==> config.mk <==
export PLATFORM = sky130hd
export DESIGN_NAME = fcds_div
export DESIGN_NICKNAME = d
export VERILOG_FILES = /design/src/fcds_div.sv
export SDC_FILE = /design/constraint.sdc
export NUM_CORES = 2
export LEC_CHECK = 0
export ABC_AREA = 1
export BUFFER_PORTS_ARGS = -buffer_cell sky130_fd_sc_hd__buf_2
export CAP_MARGIN = 15
export CORE_MARGIN = 8
export CORE_UTILIZATION = 60
export DETAILED_ROUTE_END_ITERATION = 7
export HOLD_SLACK_MARGIN = 0.1
export PLACE_DENSITY = 0.76
export SYNTH_ARGS = -nofsm -noshare
export SYNTH_HDL_FRONTEND = slang
export SYNTH_SLANG_ARGS = --single-unit
export TNS_END_PERCENT = 10
==> constraint.sdc <==
create_clock -name clk_i -period 3.55 [get_ports clk_i]
set_clock_uncertainty 0.2 [all_clocks]
set_input_delay 0.8875 -clock clk_i [delete_from_list [all_inputs] [get_ports clk_i]]
set_output_delay 0.8875 -clock clk_i [all_outputs]
set_load 0.01 [all_outputs]
==> src/fcds_div.sv <==
// Pipelined restoring divider, one quotient bit per stage, with saturation flag.
module fcds_div #(
  parameter int N_W = 48,
  parameter int D_W = 36,
  parameter int Q_W = 24
) (
  input  logic           clk_i,
  input  logic           en_i,
  input  logic [N_W-1:0] dividend_i,
  input  logic [D_W-1:0] divisor_i,
  output logic [Q_W-1:0] quot_o,
  output logic           sat_o,
  output logic           rem_nz_o
);

  logic [D_W-1:0] r_in [Q_W];
  logic [Q_W-1:0] q_in [Q_W];
  logic [D_W-1:0] d_in [Q_W];
  logic           s_in [Q_W];
  logic [D_W-1:0] r_q  [Q_W];
  logic [Q_W-1:0] q_q  [Q_W];
  logic [D_W-1:0] d_q  [Q_W];
  logic           s_q  [Q_W];

  // quotient overflows Q_W bits when the high dividend part reaches the divisor
  assign r_in[0] = D_W'(dividend_i >> Q_W);
  assign q_in[0] = dividend_i[Q_W-1:0];
  assign d_in[0] = divisor_i;
  assign s_in[0] = (dividend_i >> Q_W) >= {{(N_W-D_W){1'b0}}, divisor_i};

  for (genvar k = 0; k < Q_W; k++) begin : g_stage
    logic [D_W:0] t;
    logic [D_W:0] diff;
    logic         ge;

    if (k > 0) begin : g_link
      assign r_in[k] = r_q[k-1];
      assign q_in[k] = q_q[k-1];
      assign d_in[k] = d_q[k-1];
      assign s_in[k] = s_q[k-1];
    end

    assign t    = {r_in[k], q_in[k][Q_W-1]};
    assign ge   = t >= {1'b0, d_in[k]};
    assign diff = t - {1'b0, d_in[k]};

    always_ff @(posedge clk_i) begin
      if (en_i) begin
        r_q[k] <= ge ? diff[D_W-1:0] : t[D_W-1:0];
        q_q[k] <= {q_in[k][Q_W-2:0], ge};
        d_q[k] <= d_in[k];
        s_q[k] <= s_in[k];
      end
    end
  end

  assign quot_o   = q_q[Q_W-1];
  assign sat_o    = s_q[Q_W-1];
  assign rem_nz_o = r_q[Q_W-1] != '0;

endmodule

# Yosys cells after proc, flatten, opt, wreduce, memory -nomap -nowiden
# Memory sizes are Yosys's and may differ from the RTL's.
# Index checks and enable logic that the tools add are counted.
# word_totals
regBits	0
latchBits	0
mem_bits_rw	2328
mem_bits_ro	0
inputBits	86
output_inout_bits	26
n_memories	4
# memory_table
name	words	word_bits	read_ports	rd_clocked_by_memory_dff	write_ports	line	text
d_q	24	36	23	0	24	22	logic [D_W-1:0] d_q [Q_W];
r_q	24	36	24	0	24	20	logic [D_W-1:0] r_q [Q_W];
q_q	24	24	24	0	24	21	logic [Q_W-1:0] q_q [Q_W];
s_q	24	1	24	0	24	23	logic s_q [Q_W];
# op_classes
addsub	24
mul	0
n_div	0
magnitude_cmp	25
eq_ne	0
shifts	0
n_mux	26
n_bitwise	0
n_reduce_logical	1
# op_table
operator	n
2-to-1 mux 36 bit	24
greater-or-equal comparator 37 x 36 -> 1 bit	23
subtractor 36 bit	23
greater-or-equal comparator 24 x 36 -> 1 bit	1
greater-or-equal comparator 25 x 36 -> 1 bit	1
nonzero test 36 bit	1
subtractor 25 x 36 -> 36 bit	1
2-to-1 mux 1 bit	2

# Logic depth before layout (Yosys ltp)
# An unclocked memory read counts as a cell.
# logic_depth
ltp_word	3
depth_mapped	18
mapped_depth_nobuf	18

# Worst setup path after synthesis
# No wires, ideal clock.
# synth_path
kind	input to register
from	in dividend_i[23]
to	mem r_q[0][10], data pin
setup_ns	0.253
arrival_ns	2.694
required_ns	3.097
setup_slack_ns	0.403
path_stages	14
path_buffers	1
path_cell_list	inv_1 > ha_1 > fa_1 > nand3b_1 > nand2_1 > a21o_1 > nand2_1 > nand2_1 > nand3_1 > nand2_1 > nand2_2 > buf_4 > nand3_1 > nand2_1
# synth_rtl
element	line	text
start: declaration	9	input logic [N_W-1:0] dividend_i,
end: declaration	20	

==> impl_metrics.sql <==
INSERT INTO impl_metrics (metric_group, metric, value, unit) VALUES
('logic_synthesis', 'syn_nets', '15850', ''),
('timing', 'timing.setup.tns', '0', 'ns'),
('global_route', 'grt_start_max_net_pins', '114', ''),
('route', 'drt_iter0_markers', '12090', ''),
('logic_synthesis', 'synth_top_flop_cell', 'sky130_fd_sc_hd__edfxtp_1', ''),
('die', 'dieWidth', '489.3', 'um'),
('timing', 'fin_hold_ws', '0.1734', 'ns'),
('setup_path', 'worst-path-max-fanout', '1', ''),
('die', 'io-pin-count', '112', ''),
('logic_synthesis', 'synthDistinctLibCells', '48', ''),
('timing', 'slew_viol_final', '0', ''),
('setup_path', 'cp_endpoint_kind', 'output port', ''),
('placed_design', 'placedInstanceArea', '0.1406', 'mm^2'),
('logic_synthesis', 'postSynthCellCount', '14870', ''),
('logic_synthesis', 'part_of_the_yosys_area_used_for_sequential_elements', '0.5120', ''),
('final_layout', 'n_fill_cell', '18020', ''),
('cts', 'clockRootBuffer', 'sky130_fd_sc_hd__clkbuf_16', ''),
('logic_synthesis', 'post_synth_instance_area', '0.1344', 'mm^2'),
('route', 'postRouteAntennaNets', '0', ''),
('timing', 'setup_viol', '0', ''),
('placed_design', 'placed_cells', '18070', ''),
('setup_path', 'rr_worst_depth', '10', ''),
('timing', 'timing.max_slew.rel_slack', '0.3171', ''),
('setup_path', 'startpoint_type', 'flip-flop', ''),
('route', 'via_count', '105900', ''),
('route', 'vias_per_cell', '5.698', ''),
('placed_design', 'gp_congestion', '1.004', ''),
('min_path', 'hold_end', 'r_q[0][12]', ''),
('global_route', 'global_route_wire_length_before_repair', '584.4', 'mm'),
('timing', 'final_hold_viol_count', '0', ''),
('setup_path', 'worst_r2r_endpoint', 'r_q[0][277]', ''),
('setup_path', 'setup.reg_to_reg.worst_slack', '0.20', 'ns'),
('route', 'finalWirelength', '386.2', 'mm'),
('setup_path', 'signal_arrival_time_at_the_worst_endpoint', '2.42', 'ns'),
('min_path', 'timing.hold.worst.start', 'dividend_i[35]', ''),
('cts', 'h_tree_lvl_count', '4', ''),
('global_route', 'grt_pass1_vias', '99800', ''),
('min_path', 'timing.hold.worst_path_depth', '3', ''),
('final_layout', 'nNetsFinal', '16380', ''),
('timing', 'worst-slew-pin-transition', '1.024', 'ns'),
('cts', 'path_clk_slew', '0.07', 'ns'),
('logic_synthesis', 'ys_warn_count', '0', ''),
('die', 'start_util', '0.6041', ''),
('cts', 'cts_sinks', '2292', ''),
('die', 'die_h', '489.3', 'um'),
('power', 'power_dens_cells', '902.9', 'mW/mm^2'),
('cts', 'clock_path_buffers', '3', ''),
('route', 'drc', '0', ''),
('power', 'p_leak', '64.09', 'nW'),
('final_layout', 'flow.area_growth_from_synthesis', '11.33', '%'),
('global_route', 'gr-total-overflow', '0', ''),
('outcome', 'outcome', 'finished, final reports clean', ''),
('min_path', 'worst_hold_path_type', 'in -> reg', ''),
('timing', 'max_freq', '0.2854', 'GHz'),
('setup_path', 'crit_required', '2.46', 'ns'),
('placed_design', 'portBuffers', '111', ''),
('timing', 'layout_min_cycle_time', '3.504', 'ns'),
('logic_synthesis', 'ys_seq_elements', '2292', ''),
('logic_synthesis', 'ys_async_sr_fraction', '0', ''),
('logic_synthesis', 'syn_avg_cell_area', '9.042', 'um^2'),
('die', 'row_cnt', '173', ''),
('timing', 'rsz0062_at_grt', 'yes', ''),
('global_route', 'grt_antenna_before_repair', '7', ''),
('logic_synthesis', 'synth_edf_count', '2292', ''),
('cts', 'clock_tree_from_tritoncts', 'yes', ''),
('placed_design', 'place.detailed.hpwl', '306.5', 'mm'),
('route', 'drt_pre_antenna_iters', '6', ''),
('final_layout', 'fraction_of_layout_cells_with_a_size_suffix_above_1', '0.05936', ''),
('setup_path', 'rr_startpoint', 'd_q[1][100]', ''),
('die', 'fp.coreArea', '0.2225', 'mm^2'),
('route', 'avgRoutedWirePerCell', '20.79', 'um'),
('setup_path', 'worstSetupPathType', 'reg -> out', ''),
('cts', 'clkLatencyLatePin', '0.90', 'ns'),
('timing', 'final_min_period_over_clock_period', '0.9870', ''),
('final_layout', 'final_cell_area', '0.1497', 'mm^2'),
('flow_run', 'cap_viol_max_count', '0', ''),
('die', 'die-area', '0.2394', 'mm^2'),
('global_route', 'grtUsageTotal', '0.3148', ''),
('cts', 'cts_inserted_buffers', '232', ''),
('power', 'ir_drop', '0.5359', 'mV'),
('final_layout', 'fin_cells', '18580', '');
worst max-delay path, cell delays in order, from the launching register on:
cell and delay (ns):
sky130_fd_sc_hd__edfxtp_1 0.42, sky130_fd_sc_hd__nor4_4 0.36, sky130_fd_sc_hd__nand4_1 0.23, sky130_fd_sc_hd__or3b_4 0.43
sky130_fd_sc_hd__buf_6 0.13
cell usage in the layout, fill, tap and decap left out, drive strengths merged, types with 19 or more instances in the layout:
master and count:
a21boi 53, a21o 108, a21oi 1094, a31oi 55, and3 19, buf 398
bufinv 48, clkbuf 263, clkinv 90, clkinvlp 27, dlygate4sd3 61, edfxtp 2292
fa 24, ha 877, inv 2043, nand2 3915, nand3 595, nand3b 67
nand4 69, nor2 1258, nor3 204, nor4 57, o211ai 49, o21a 52
o21ai 1093, o21bai 96, xnor2 362, xor2 285
through the flow:
stage          power, mW    util  setup WS, ns
2_1_floorplan      86.63       -        0.4032
3_3_place_gp       106.5  0.6318        0.1019
3_5_place_dp       106.9  0.6318        0.1013
4_1_cts            134.1  0.6725      -0.03343
5_1_grt            143.6  0.6726      -0.05110
6_report           135.1  0.6726       0.04620
final cells by class:
cell class	instances	area (um^2)	share of cell area
Sequential cell	2292	68830	0.4599
Multi-Input combinational cell	10380	57050	0.3812
Inverter	2030	7620	0.05091
Clock buffer	263	5943	0.03971
Timing Repair Buffer	459	4043	0.02701
Tap cell	2975	3722	0.02487
Clock inverter	178	2447	0.01635
Antenna cell	3	7.507	0.00005016
metal layers:
metal	GRT usage	part of all wire	vias to the layer above
met3	0.04868	0.083	752
met2	0.5150	0.46	4501
li1	-	-	51370
met5	0	0	-
met4	0.1061	0.039	0
met1	0.4324	0.42	49250
sequential cells by signal, indices dropped and copies added, names as in the netlist:
| signal | count |
|---|---|
| d_q | 828 |
| q_q | 576 |
| r_q | 864 |
| s_q | 24 |
logic make-up (layout without fill, tap and decap cells):
family          Yosys count  count (layout)  synth area share
simple gates           6195            6195            0.1867
other cells               0               3                 0
buf+inv                2196            2930           0.06456
flops                  2292            2292            0.5120
compound gates         2635            2636            0.1094
fa+ha+maj               901             901           0.08520
xor+xnor                647             647           0.04216
Yosys cell counts (24+ instances only):
cell type,number,share of area
sky130_fd_sc_hd__nor3_1,194,0.0072
sky130_fd_sc_hd__o211ai_1,46,0.0026
sky130_fd_sc_hd__xnor2_1,362,0.024
sky130_fd_sc_hd__a21oi_1,1045,0.039
sky130_fd_sc_hd__a21boi_1,31,0.0017
sky130_fd_sc_hd__buf_4,56,0.0031
sky130_fd_sc_hd__a21oi_2,35,0.0023
sky130_fd_sc_hd__o21ai_0,854,0.032
sky130_fd_sc_hd__nand3_1,595,0.022
sky130_fd_sc_hd__nor2_1,1240,0.035
sky130_fd_sc_hd__nor4_1,52,0.0024
sky130_fd_sc_hd__buf_2,95,0.0035
sky130_fd_sc_hd__o21ai_2,45,0.0029
sky130_fd_sc_hd__o21a_1,52,0.0029
sky130_fd_sc_hd__xor2_1,285,0.019
sky130_fd_sc_hd__fa_1,24,0.0036
sky130_fd_sc_hd__inv_1,2029,0.057
sky130_fd_sc_hd__nand3b_1,67,0.0037
sky130_fd_sc_hd__nand4_1,68,0.0032
sky130_fd_sc_hd__a21o_1,108,0.0060
sky130_fd_sc_hd__ha_1,877,0.082
sky130_fd_sc_hd__edfxtp_1,2292,0.51
sky130_fd_sc_hd__o21bai_1,96,0.0054
sky130_fd_sc_hd__o21ai_1,194,0.0072
sky130_fd_sc_hd__nand2_1,3899,0.11
sky130_fd_sc_hd__a31oi_1,55,0.0026
what timing repair did:
| action | in CTS | in global routing |
|---|---|---|
| buffers inserted | 0 | 0 |
| pin swaps | 3 | 3 |
| gates resized for setup | 8 | 1 |
| hold buffers | 61 | 0 |
| endpoints found under the setup margin | 1 | 6 |
| cloned | 0 | 1 |
| endpoints found under the hold margin | 61 | 0 |
power breakdown:
| group | switching [mW] | internal [mW] | total (mW) |
|---|---|---|---|
| Clock | 11.0 | 15.7 | 26.6 |
| Combinational | 41.9 | 22.3 | 64.2 |
| Sequential | 4.87 | 39.4 | 44.3 |
worst max-delay path by stage:
stage	start	depth (start not counted)	slack [ns]	to
2_1_floorplan	dividend_i[23]	14	0.40	r_q[0][10]
3_3_place_gp	dividend_i[23]	14	0.10	r_q[0][18]
3_5_place_dp	dividend_i[23]	14	0.10	r_q[0][32]
4_1_cts	r_q[2][282]	4	-0.03	rem_nz_o
5_1_grt	r_q[2][281]	4	-0.05	rem_nz_o
6_report	r_q[2][281]	4	0.05	rem_nz_o
No activity file was read; power rests on OpenSTA's default activity.
